$ cat config.mk
export PLATFORM = sky130hd
export DESIGN_NAME = imh_ram
export DESIGN_NICKNAME = d
export VERILOG_FILES = /design/src/sv/imh_ram.sv
export SDC_FILE = /design/constraint.sdc
export NUM_CORES = 1
export LEC_CHECK = 0
export BUFFER_PORTS_ARGS = -buffer_cell sky130_fd_sc_hd__buf_4
export CORE_UTILIZATION = 40
export DETAILED_ROUTE_END_ITERATION = 8
export GPL_TIMING_DRIVEN = 0
export PLACE_DENSITY_LB_ADDON = 0.12
export SLEW_MARGIN = 20
export SYNTH_ARGS = -nofsm -noshare
export SYNTH_HDL_FRONTEND = slang
export SYNTH_SLANG_ARGS = --single-unit
$ cat constraint.sdc
create_clock -name i_clk -period 1.83 [get_ports i_clk]
set_input_delay 0.0915 -clock i_clk [delete_from_list [all_inputs] [get_ports i_clk]]
set_output_delay 0.0915 -clock i_clk [all_outputs]
set_load 0.05 [all_outputs]
$ cat src/sv/imh_ram.sv
// Generic simple dual-port RAM: one write port, one read port with registered read.
// Stand-alone; used for the heap array and the handle map.
`default_nettype none

module imh_ram #(
    parameter int WIDTH = 8,
    parameter int DEPTH = 16
) (
    input  wire logic                     i_clk,
    input  wire logic                     i_we,
    input  wire logic [$clog2(DEPTH)-1:0] i_waddr,
    input  wire logic [WIDTH-1:0]         i_wdata,
    input  wire logic [$clog2(DEPTH)-1:0] i_raddr,
    output logic      [WIDTH-1:0]         o_rdata
);

    logic [WIDTH-1:0] mem [DEPTH];

    always_ff @(posedge i_clk) begin
        if (i_we) begin
            mem[i_waddr] <= i_wdata;
        end
        o_rdata <= mem[i_raddr];
    end

endmodule

`default_nettype wire

# Yosys cells after proc, flatten, opt, wreduce, memory -nomap -nowiden
# Memories as Yosys holds them, arrays and structs flattened. A register that Yosys moved wholly into a read port is not among the register bits.
# Index checks and enable logic that the tools add are counted.
# op_classes
muxes	2
# op_table
cell	count
$mux 1	2
# word_totals
inputBits	18
regBits	0
ramBits	128
elab_cells	3
output_inout_bits	8
memories	1
# mem_list
name	words	width	rd	rd_clocked_by_memory_dff	write_ports	line_no	source
mem	16	8	1	1	1	17	logic [WIDTH-1:0] mem [DEPTH];

# Depth between registers and ports, before layout
# Gate-level depths: netlist (run 1).
# depth
depth_word	2
depth_mapped	5
ltp_nobuf	3

# Worst setup path before layout (run 1)
# OpenSTA, ideal clock, no wires.
# synth_path
kind	in2reg
from	input port i_waddr[2]
to	memory mem[0][0], enable pin
path_slack_ns	0.246
setup_time_ns	0.383
cell_stages	2
n_path_buf	0
t_required_ns	1.447
t_arrival_ns	1.201
path_cell_list	or3b_2 > nor3_1
# synth_rtl
item	line_no	source
start, declared	11	input wire logic [$clog2(DEPTH)-1:0] i_waddr,
end, declared	17	
# Straight into the memory's write port.

==> qor.yml, run 1 <==
logic_synthesis:
  synth_cell_types: 19
  synth_seq_cells: 136
  yosys_warnings: 0
  synth_area_leaders: "edfxtp_1 (75%), mux4_2 (7.9%), mux4_1 (7.1%), dfxtp_1 (3.1%), a22oi_1 (2.3%)"
  synth.avg_cell_area_um2: 22.5
  syn_inst: 229
  synth_area_leader_cell: "edfxtp_1"
  syn-cell-area_um2: 5150
  syn_nets: 247
  synth_top_area_frac: 0.747
  ys_seq_area_frac: 0.778
power_and_ir_drop:
  clkPwrFrac: 0.491
  comb_power_share: 0.056
  power.internal_mw: 6.22
  power.switching_mw: 1.49
  leakage_nw: 2.08
  power_density_nw_per_um2: 1240
  pwr-share-seq: 0.454
  total_power_mw: 7.72
  peakVddDrop_mv: 0.582
  netSwitchingFraction: 0.194
die:
  start_util: 0.410
  dieHeight_um: 115
  rows: 41
  core_um2: 12600
  dieWidth_um: 115
  io_pins: 26
  die-area_um2: 13300
cts:
  cts_buffers: 17
  cts-hold-fix-buffers: 0
  h-tree-depth: 4
  cts_setup_buffers: 0
  clock_sinks: 136
  ctsLongestPathBuffers: 2
  clk_latency_ns: 0.40
  cts_root_buffer: "clkbuf_16"
  clkTransAtPathRegs_ns: 0.06
  cts_tree: "built"
  ctsResizeCount: 0
global_route:
  first_global_vias: 2346
  grt_pass1_wl_um: 14900
  gr-total-overflow: 0
  grt_max_degree: 17
  grt_usage: 0.167
  antenna_found_initial: 0
timing:
  skew_ns: 0.00825
  setup_viol: 0
  slew_viol_final: 0
  post-route-min-period_ns: 1.45
  slew_headroom: 0.417
  hold_viol_final: 0
  rsz0062_at_grt: "no"
  tightestPinTransition_ns: 0.871
  max_clock_freq_mhz: 692
  finalCritPeriodShare: 0.790
job:
  drv_cap: 0
drt:
  antenna_left: 0
  dr.pass1.iters: 4
  viasPerCell: 5.11
  detail_route.wl_per_cell_um: 21.9
  drt-total-wl_um: 9990
  vias: 2336
  drcViolationCount: 0
  drt_iter0_drc: 118
setup_path:
  cp.buffers_inverters: 0
  cp_max_fo: 1
  slowest_delay_ns: 0.46
  path_delay_family: "multiplexers"
  r2r-end: "o_rdata[7]"
  worst-path-stages: 3
  crit_type: "reg2reg"
  reg2reg_slack_ns: 0.38
  reg2regPathDepth: 3
  crit_arrival_ns: 1.71
  startpoint_type: "flip-flop"
  cp_slowest_cell: "mux4_2"
  required_ns: 2.10
  r2r_start: "mem[8][7]"
  critical_path.endpoint_type: "flip-flop"
  crit_chain: "mux4_2 -> a22oi_1 -> nand2_1"
place:
  routabilityCongestion: 0.686
  dpl_cell_area_um2: 5560
  hpwl_um: 6400
  portBuffers: 24
finish:
  final_util: 0.496
  nNetsFinal: 290
  drive_above_1_share: 0.312
  num_antenna_cells: 0
  syn2layout_area_growth_pct: 21.0
  final_area_um2: 6230
worst_hold_path:
  whs_path_depth: 1
  min_from: "i_wdata[6]"
  hold_end: "mem[6][6]"
  hold_class: "in2reg"
status:
  status: "completed"
==> layout make-up <==
class | count | area, um2
Sequential cell | 136 | 4000
Fill cell | 1011 | 6340
Buffer | 10 | 86.3
Clock inverter | 14 | 228
Clock buffer | 18 | 439
Multi-Input combinational cell | 83 | 1080
Timing Repair Buffer | 24 | 180
Tap cell | 172 | 215
==> metrics by stage <==
stage,setup slack [ns],std cells,hold WS (ns),setup TNS (ns)
5_1_grt,0.332,457,0.0285,0
3_3_place_gp,-0.416,425,0.420,-4.13
6_report,0.384,457,0.0162,0
4_1_cts,0.393,457,0.0129,0
2_1_floorplan,0.246,229,0.190,0
3_5_place_dp,-0.0169,425,0.435,-0.131
==> power groups by stage <==
stage	Sequential, mW	Clock, mW	Combinational, mW
4_1_cts	3.50	3.84	0.437
3_5_place_dp	3.56	0	0.436
2_1_floorplan	3.64	0	0.177
5_1_grt	3.50	3.97	0.459
3_3_place_gp	3.56	0	0.429
6_report	3.50	3.79	0.429
==> metal layers <==
metal  wire [um]  track usage
met1        4740        0.247
met2        4820        0.244
met3         327       0.0371
met4         112       0.0623
met5           0            0
==> cell usage in the layout, fill, tap and decap left out, types with 4 or more instances in the layout <==
cell / netlist / routed
a22oi_1: 16 / 16
buf_4: 1 / 25
bufinv_16: 0 / 6
clkbuf_16: 0 / 17
clkinv_2: 0 / 5
dfxtp_1: 8 / 8
edfxtp_1: 128 / 128
mux4_1: 14 / 14
mux4_2: 18 / 18
nand2_1: 9 / 9
nor2_1: 13 / 13
nor3_2: 0 / 4
==> flip-flops by register name, summed over array words and instances (netlist names) <==
register and cells:
o_rdata 8, mem 128
==> cell usage after synthesis <==
cell,number
edfxtp_1,128
mux4_2,18
a22oi_1,16
mux4_1,14
nor2_1,13
nand2_1,9
dfxtp_1,8
nor3_1,4
buf_2,3
buf_6,3
clkdlybuf4s25_2,3
nand2b_1,2
nand3b_1,2
and2_1,1
and2b_1,1
buf_4,1
nand3_1,1
nor2b_1,1
or3b_2,1
==> worst max path at each step <==
stage	start	to	slack, ns
2_1_floorplan	i_waddr[2]	mem[0][0]	0.25
3_3_place_gp	i_waddr[2]	mem[0][4]	-0.42
3_5_place_dp	i_waddr[2]	mem[2][4]	-0.02
4_1_cts	mem[12][7]	o_rdata[7]	0.39
5_1_grt	mem[12][7]	o_rdata[7]	0.33
6_report	mem[8][7]	o_rdata[7]	0.38
==> cell families (layout without fill, tap and decap cells) <==
family	Yosys count	count (layout)	synth area share
and+or+nand+nor	35	35	0.0318
buffers and inverters	10	66	0.0168
muxes	32	32	0.150
AOI/OAI and AO/OA	16	16	0.0233
DFF	136	136	0.778
Note: power is estimated with default switching activity, not from simulation.
==> run 2: changes to the inputs <==
==> constraint.sdc (replaced) <==
create_clock -name i_clk -period 1.3 [get_ports i_clk]
set_input_delay 0.065 -clock i_clk [delete_from_list [all_inputs] [get_ports i_clk]]
set_output_delay 0.065 -clock i_clk [all_outputs]
set_load 0.05 [all_outputs]
==> qor.yml, run 2 (synthesized netlist as in run 1, its figures left out) <==
die:
  dieHeight_um: 115  # unchanged
  die-area_um2: 13300  # unchanged
  dieWidth_um: 115  # unchanged
  rows: 41  # unchanged
  io_pins: 26  # unchanged
  start_util: 0.410  # unchanged
  core_um2: 12600  # unchanged
setup_path:
  r2r-end: "o_rdata[7]"
  reg2reg_slack_ns: -0.05  # -0.43 ns
  crit_end: "o_rdata[7]"
  crit_type: "reg2reg"
  slowest_delay_ns: 0.47  # about the same
  cp.buffers_inverters: 0  # unchanged
  startpoint: "mem[0][7]"
  required_ns: 1.59  # -0.51 ns
  crit_chain: "mux4_2 -> a22oi_2 -> nand2_1"
  worst-path-stages: 3  # unchanged
  path_delay_family: "multiplexers"
  r2r_start: "mem[0][7]"
  cp_max_fo: 1  # unchanged
  cp_slowest_cell: "mux4_2"
  startpoint_type: "flip-flop"
  crit_arrival_ns: 1.64  # -0.07 ns
  reg2regPathDepth: 3  # unchanged
  critical_path.endpoint_type: "flip-flop"
finish:
  num_antenna_cells: 0  # unchanged
  instances_no_fill: 464  # +1.5%
  syn2layout_area_growth_pct: 20.2
  largest_reg_flops: 128  # unchanged
  largest_register: "mem"
  final_area_um2: 6190  # -0.64%
  reg_top3: "mem (128), o_rdata (8)"
  final_util: 0.492  # -0.00319
  drive_above_1_share: 0.342  # +0.0302
  mostFrequentLayoutCell: "edfxtp_1"
  most-common-layout-cells: "edfxtp_1 (128), mux4_2 (27), buf_4 (25)"
  nNetsFinal: 297  # +2.4%
place:
  routabilityCongestion: 0.756  # +10%
  portBuffers: 24  # unchanged
  dp_cells: 425  # unchanged
  hpwl_um: 6560  # +2.5%
  dpl_cell_area_um2: 5560  # unchanged
timing:
  post-route-min-period_ns: 1.35  # -0.0975 ns
  tightestPinTransition_ns: 0.856  # -0.0150 ns
  skew_ns: 0.00452  # -0.00373 ns
  setup_ws_ns: -0.0483  # -0.432 ns
  finalCritPeriodShare: 1.04  # +0.247
  hold_viol_final: 0  # unchanged
  setup_viol: 3  # +3
  max_clock_freq_mhz: 742  # +7.2%
  slew_headroom: 0.426  # +0.00902
  rsz0062_at_grt: "yes"
  slew_viol_final: 0  # unchanged
status:
  violations: "setup timing"
  status: "finished with violations"
cts:
  cts_tree: "built"
  clkTransAtPathRegs_ns: 0.05  # about the same
  cts_root_buffer: "clkbuf_16"
  clk_latency_ns: 0.42  # +0.02 ns
  ctsLongestPathBuffers: 2  # unchanged
  cts_buffers: 17  # unchanged
  h-tree-depth: 4  # unchanged
  clock_sinks: 136  # unchanged
drt:
  detail_route.wl_per_cell_um: 22.4  # +2.3%
  drt-total-wl_um: 10400  # +3.8%
  drt_iter0_drc: 139  # +18%
  antenna_left: 0  # unchanged
  vias: 2382  # +2.0%
  dr.pass1.iters: 4  # unchanged
  drcViolationCount: 0  # unchanged
  viasPerCell: 5.13  # +0.43%
power_and_ir_drop:
  power_density_nw_per_um2: 1610  # +30%
  total_power_mw: 9.94  # +29%
  leakage_nw: 2.03  # -2.8%
  peakVddDrop_mv: 0.734  # +26%
worst_hold_path:
  min_from: "i_wdata[2]"
  hold_class: "in2reg"
  whs_path_depth: 1  # unchanged
global_route:
  grt_pass1_wl_um: 15600  # +4.7%
  grt_max_degree: 17  # unchanged
  gr-total-overflow: 0  # unchanged
  grt_usage: 0.175  # +0.00822
  first_global_vias: 2488  # +6.1%
  antenna_found_initial: 0  # unchanged
job:
  drv_cap: 0  # unchanged
-- run 2: cell count changes in the layout (fill, tap and decap cells not counted), moves of 3 or more --
cell / previous run / this run
dlygate4sd3_1: 0 / 7
clkinv_2: 5 / 2
clkinvlp_4: 3 / 0
mux4_1: 14 / 5
mux4_2: 18 / 27
a22oi_1: 16 / 8
clkbuf_1: 0 / 8
clkbuf_8: 1 / 4
bufinv_16: 6 / 0
a22oi_2: 0 / 8
-- run 2: cell type report --
type / instances / area, um2
Clock buffer: 30 / 536
Timing Repair Buffer: 31 / 250
Clock inverter: 2 / 10.0
Buffer: 10 / 86.3
Multi-Input combinational cell: 83 / 1090
Sequential cell: 136 / 4000
Fill cell: 1030 / 6380
Tap cell: 172 / 215
-- run 2: per-layer routing --
layer	global-route usage	share of wire	wire, um
met5	0	0	0
met4	0.0701	0.019	200
met3	0.0439	0.032	334
met2	0.273	0.48	4980
met1	0.238	0.47	4860
-- run 2: worst min-delay path by stage --
stage                             to
after floorplan            mem[0][0]
after global placement     mem[4][6]
after detailed placement  mem[12][6]
after CTS                  mem[5][2]
after global routing      mem[12][2]
final                      mem[5][2]
-- run 2: power by group --
group          leakage, nW  internal (mW)  switching (mW)
Clock                0.268           2.75            1.61
Combinational        0.534          0.252           0.392
Sequential            1.22           4.91          0.0266
Total                 2.03           7.91            2.03
-- run 2: through the flow --
stage | worst slack (ns) | hold WS, ns | TNS (ns)
final | -0.0483 | 0.00445 | -0.110
after global routing | -0.0936 | 0.0130 | -1.66
after CTS | -0.0387 | 0.00173 | -0.115
after detailed placement | -0.483 | 0.415 | -31.35
after global placement | -0.622 | 0.398 | -41.01
after floorplan | -0.0311 | 0.164 | -0.863
-- run 2: timing repair --
item,CTS,global route
gates resized for setup,16,3
hold buffers,7,0
setup endpoints to repair,24,23
setup buffers,0,0
hold endpoints to repair,97,0
pin swaps,6,2
==> run 3: changes to the inputs <==
--- a/config.mk
+++ b/config.mk
@@ -9,7 +9,7 @@
 export CORE_UTILIZATION = 40
 export DETAILED_ROUTE_END_ITERATION = 8
 export GPL_TIMING_DRIVEN = 0
-export PLACE_DENSITY_LB_ADDON = 0.12
+export PLACE_DENSITY = 0.59
 export SLEW_MARGIN = 20
 export SYNTH_ARGS = -nofsm -noshare
 export SYNTH_HDL_FRONTEND = slang
==> qor.yml, run 3 (synthesized netlist as in run 1, its figures left out) <==
status:
  status: "finished with violations"
  violations: "setup timing"
cts:
  h-tree-depth: 4  # unchanged
  cts_root_buffer: "clkbuf_16"
  cts_setup_buffers: 0  # unchanged
  cts_buffers: 17  # unchanged
  cts_tree: "built"
  clkTransAtPathRegs_ns: 0.06  # about the same
  clock_sinks: 136  # unchanged
  ctsLongestPathBuffers: 2  # unchanged
  clk_latency_ns: 0.41  # about the same
timing:
  tightestPinTransition_ns: 0.847  # -0.00908 ns
  rsz0062_at_grt: "yes"
  finalCritPeriodShare: 1.00  # -0.0362
  whs_ns: 0.0822  # +0.0778 ns
  skew_ns: 0.00403  # -0.000488 ns
  setup_viol: 1  # -2
  slew_headroom: 0.433  # +0.00707
  max_clock_freq_mhz: 768  # +3.6%
  hold_viol_final: 0  # unchanged
  setup_ws_ns: -0.00125  # +0.0470 ns
  post-route-min-period_ns: 1.30  # -0.0470 ns
  slew_viol_final: 0  # unchanged
finish:
  largest_reg_flops: 128  # unchanged
  largest_register: "mem"
  syn2layout_area_growth_pct: 23.1
  num_antenna_cells: 0  # unchanged
  drive_above_1_share: 0.362  # +0.0193
  final_util: 0.504  # +0.0118
  mostFrequentLayoutCell: "edfxtp_1"
  most-common-layout-cells: "edfxtp_1 (128), mux4_2 (27), buf_4 (25)"
  reg_top3: "mem (128), o_rdata (8)"
  nNetsFinal: 298  # +0.34%
  final_area_um2: 6340  # +2.4%
power_and_ir_drop:
  total_power_mw: 11.1  # +11%
  power_density_nw_per_um2: 1740  # +8.6%
  peakVddDrop_mv: 0.948  # +29%
  leakage_nw: 2.09  # +3.1%
setup_path:
  crit_chain: "mux4_2 -> a22oi_2 -> nand2_1"
  cp_slowest_cell: "mux4_2"
  required_ns: 1.59  # about the same
  critical_path.endpoint_type: "flip-flop"
  slowest_delay_ns: 0.47  # about the same
  crit_type: "reg2reg"
  startpoint_type: "flip-flop"
  path_delay_family: "multiplexers"
  worst-path-stages: 3  # unchanged
  cp.buffers_inverters: 0  # unchanged
  reg2regPathDepth: 3  # unchanged
  cp_max_fo: 1  # unchanged
  crit_arrival_ns: 1.59  # -0.05 ns
job:
  drv_cap: 0  # unchanged
worst_hold_path:
  hold_class: "in2reg"
  whs_path_depth: 2  # +1
drt:
  antenna_left: 0  # unchanged
  drt_iter0_drc: 128  # -7.9%
  viasPerCell: 5.10  # -0.63%
  dr.pass1.iters: 4  # unchanged
  drcViolationCount: 0  # unchanged
  drt-total-wl_um: 9880  # -4.7%
  vias: 2372  # -0.42%
  detail_route.wl_per_cell_um: 21.3  # -4.9%
place:
  hpwl_um: 6160  # -6.2%
  portBuffers: 24  # unchanged
  pre_cts_slack_ns: -0.466  # +0.0174 ns
  routabilityCongestion: 0.673  # -11%
  dpl_cell_area_um2: 5560  # unchanged
die:
  dieWidth_um: 115  # unchanged
  io_pins: 26  # unchanged
  rows: 41  # unchanged
  start_util: 0.410  # unchanged
  die-area_um2: 13300  # unchanged
  core_um2: 12600  # unchanged
  dieHeight_um: 115  # unchanged
global_route:
  antenna_found_initial: 0  # unchanged
  grt_usage: 0.168  # -0.00762
  first_global_vias: 2390  # -3.9%
  gr-total-overflow: 0  # unchanged
  grt_pass1_wl_um: 14800  # -4.7%
  grt_max_degree: 17  # unchanged
==> run 3: metal layers <==
metal	GRT usage	routed length, um	vias to the layer above
li1	-	-	1069
met1	0.232	4500	1236
met2	0.254	4830	53
met3	0.0544	428	14
met4	0.0545	129	0
met5	0	0	-
==> run 3: report_power, final <==
part	switching, mW	internal [mW]	leakage, nW
Combinational	0.389	0.254	0.540
Clock	1.72	3.76	0.324
Sequential	0.0235	4.90	1.22
Total	2.13	8.92	2.09
==> run 3: worst paths after layout <==
path | start | to | slack, ns
hold reg to reg | mem[11][0] | o_rdata[0] | 0.69
hold / removal | i_waddr[0] | mem[0][5] | 0.08
setup / recovery | mem[8][4] | o_rdata[4] | -0.001
setup reg to reg | mem[8][4] | o_rdata[4] | -0.001
==> run 3: timing repair <==
action / 4_1_cts / 5_1_grt
endpoints found under the hold margin: 116 / 0
pin swaps: 7 / 6
setup endpoints to repair: 23 / 39
gates resized for setup: 12 / 8
hold buffers: 8 / 0
==> run 3: worst reg2reg max path, delay by kind of cell (launching register included) <==
family / cells / cell delay (ns)
AO/OA/AOI/OAI: 1 / 0.22
flip-flops: 1 / 0.38
multiplexers: 1 / 0.47
AND/OR/NAND/NOR: 1 / 0.11
==> run 3: layout make-up <==
type | count | area, um2
fillers | 1005 | 6230
flip-flops and latches | 136 | 4000
multi-input cells | 83 | 1090
clock buffers | 17 | 425
repair buffers | 32 | 260
clock inverters | 15 | 255
well taps | 172 | 215
plain buffers | 10 | 86.3
==> run 3: metrics by stage <==
stage                     TNS (ns)  std cells
after global routing        -0.202        465
after CTS                   -0.340        465
after global placement      -36.84        425
final                     -0.00125        465
after detailed placement    -29.99        425
after floorplan             -0.863        229
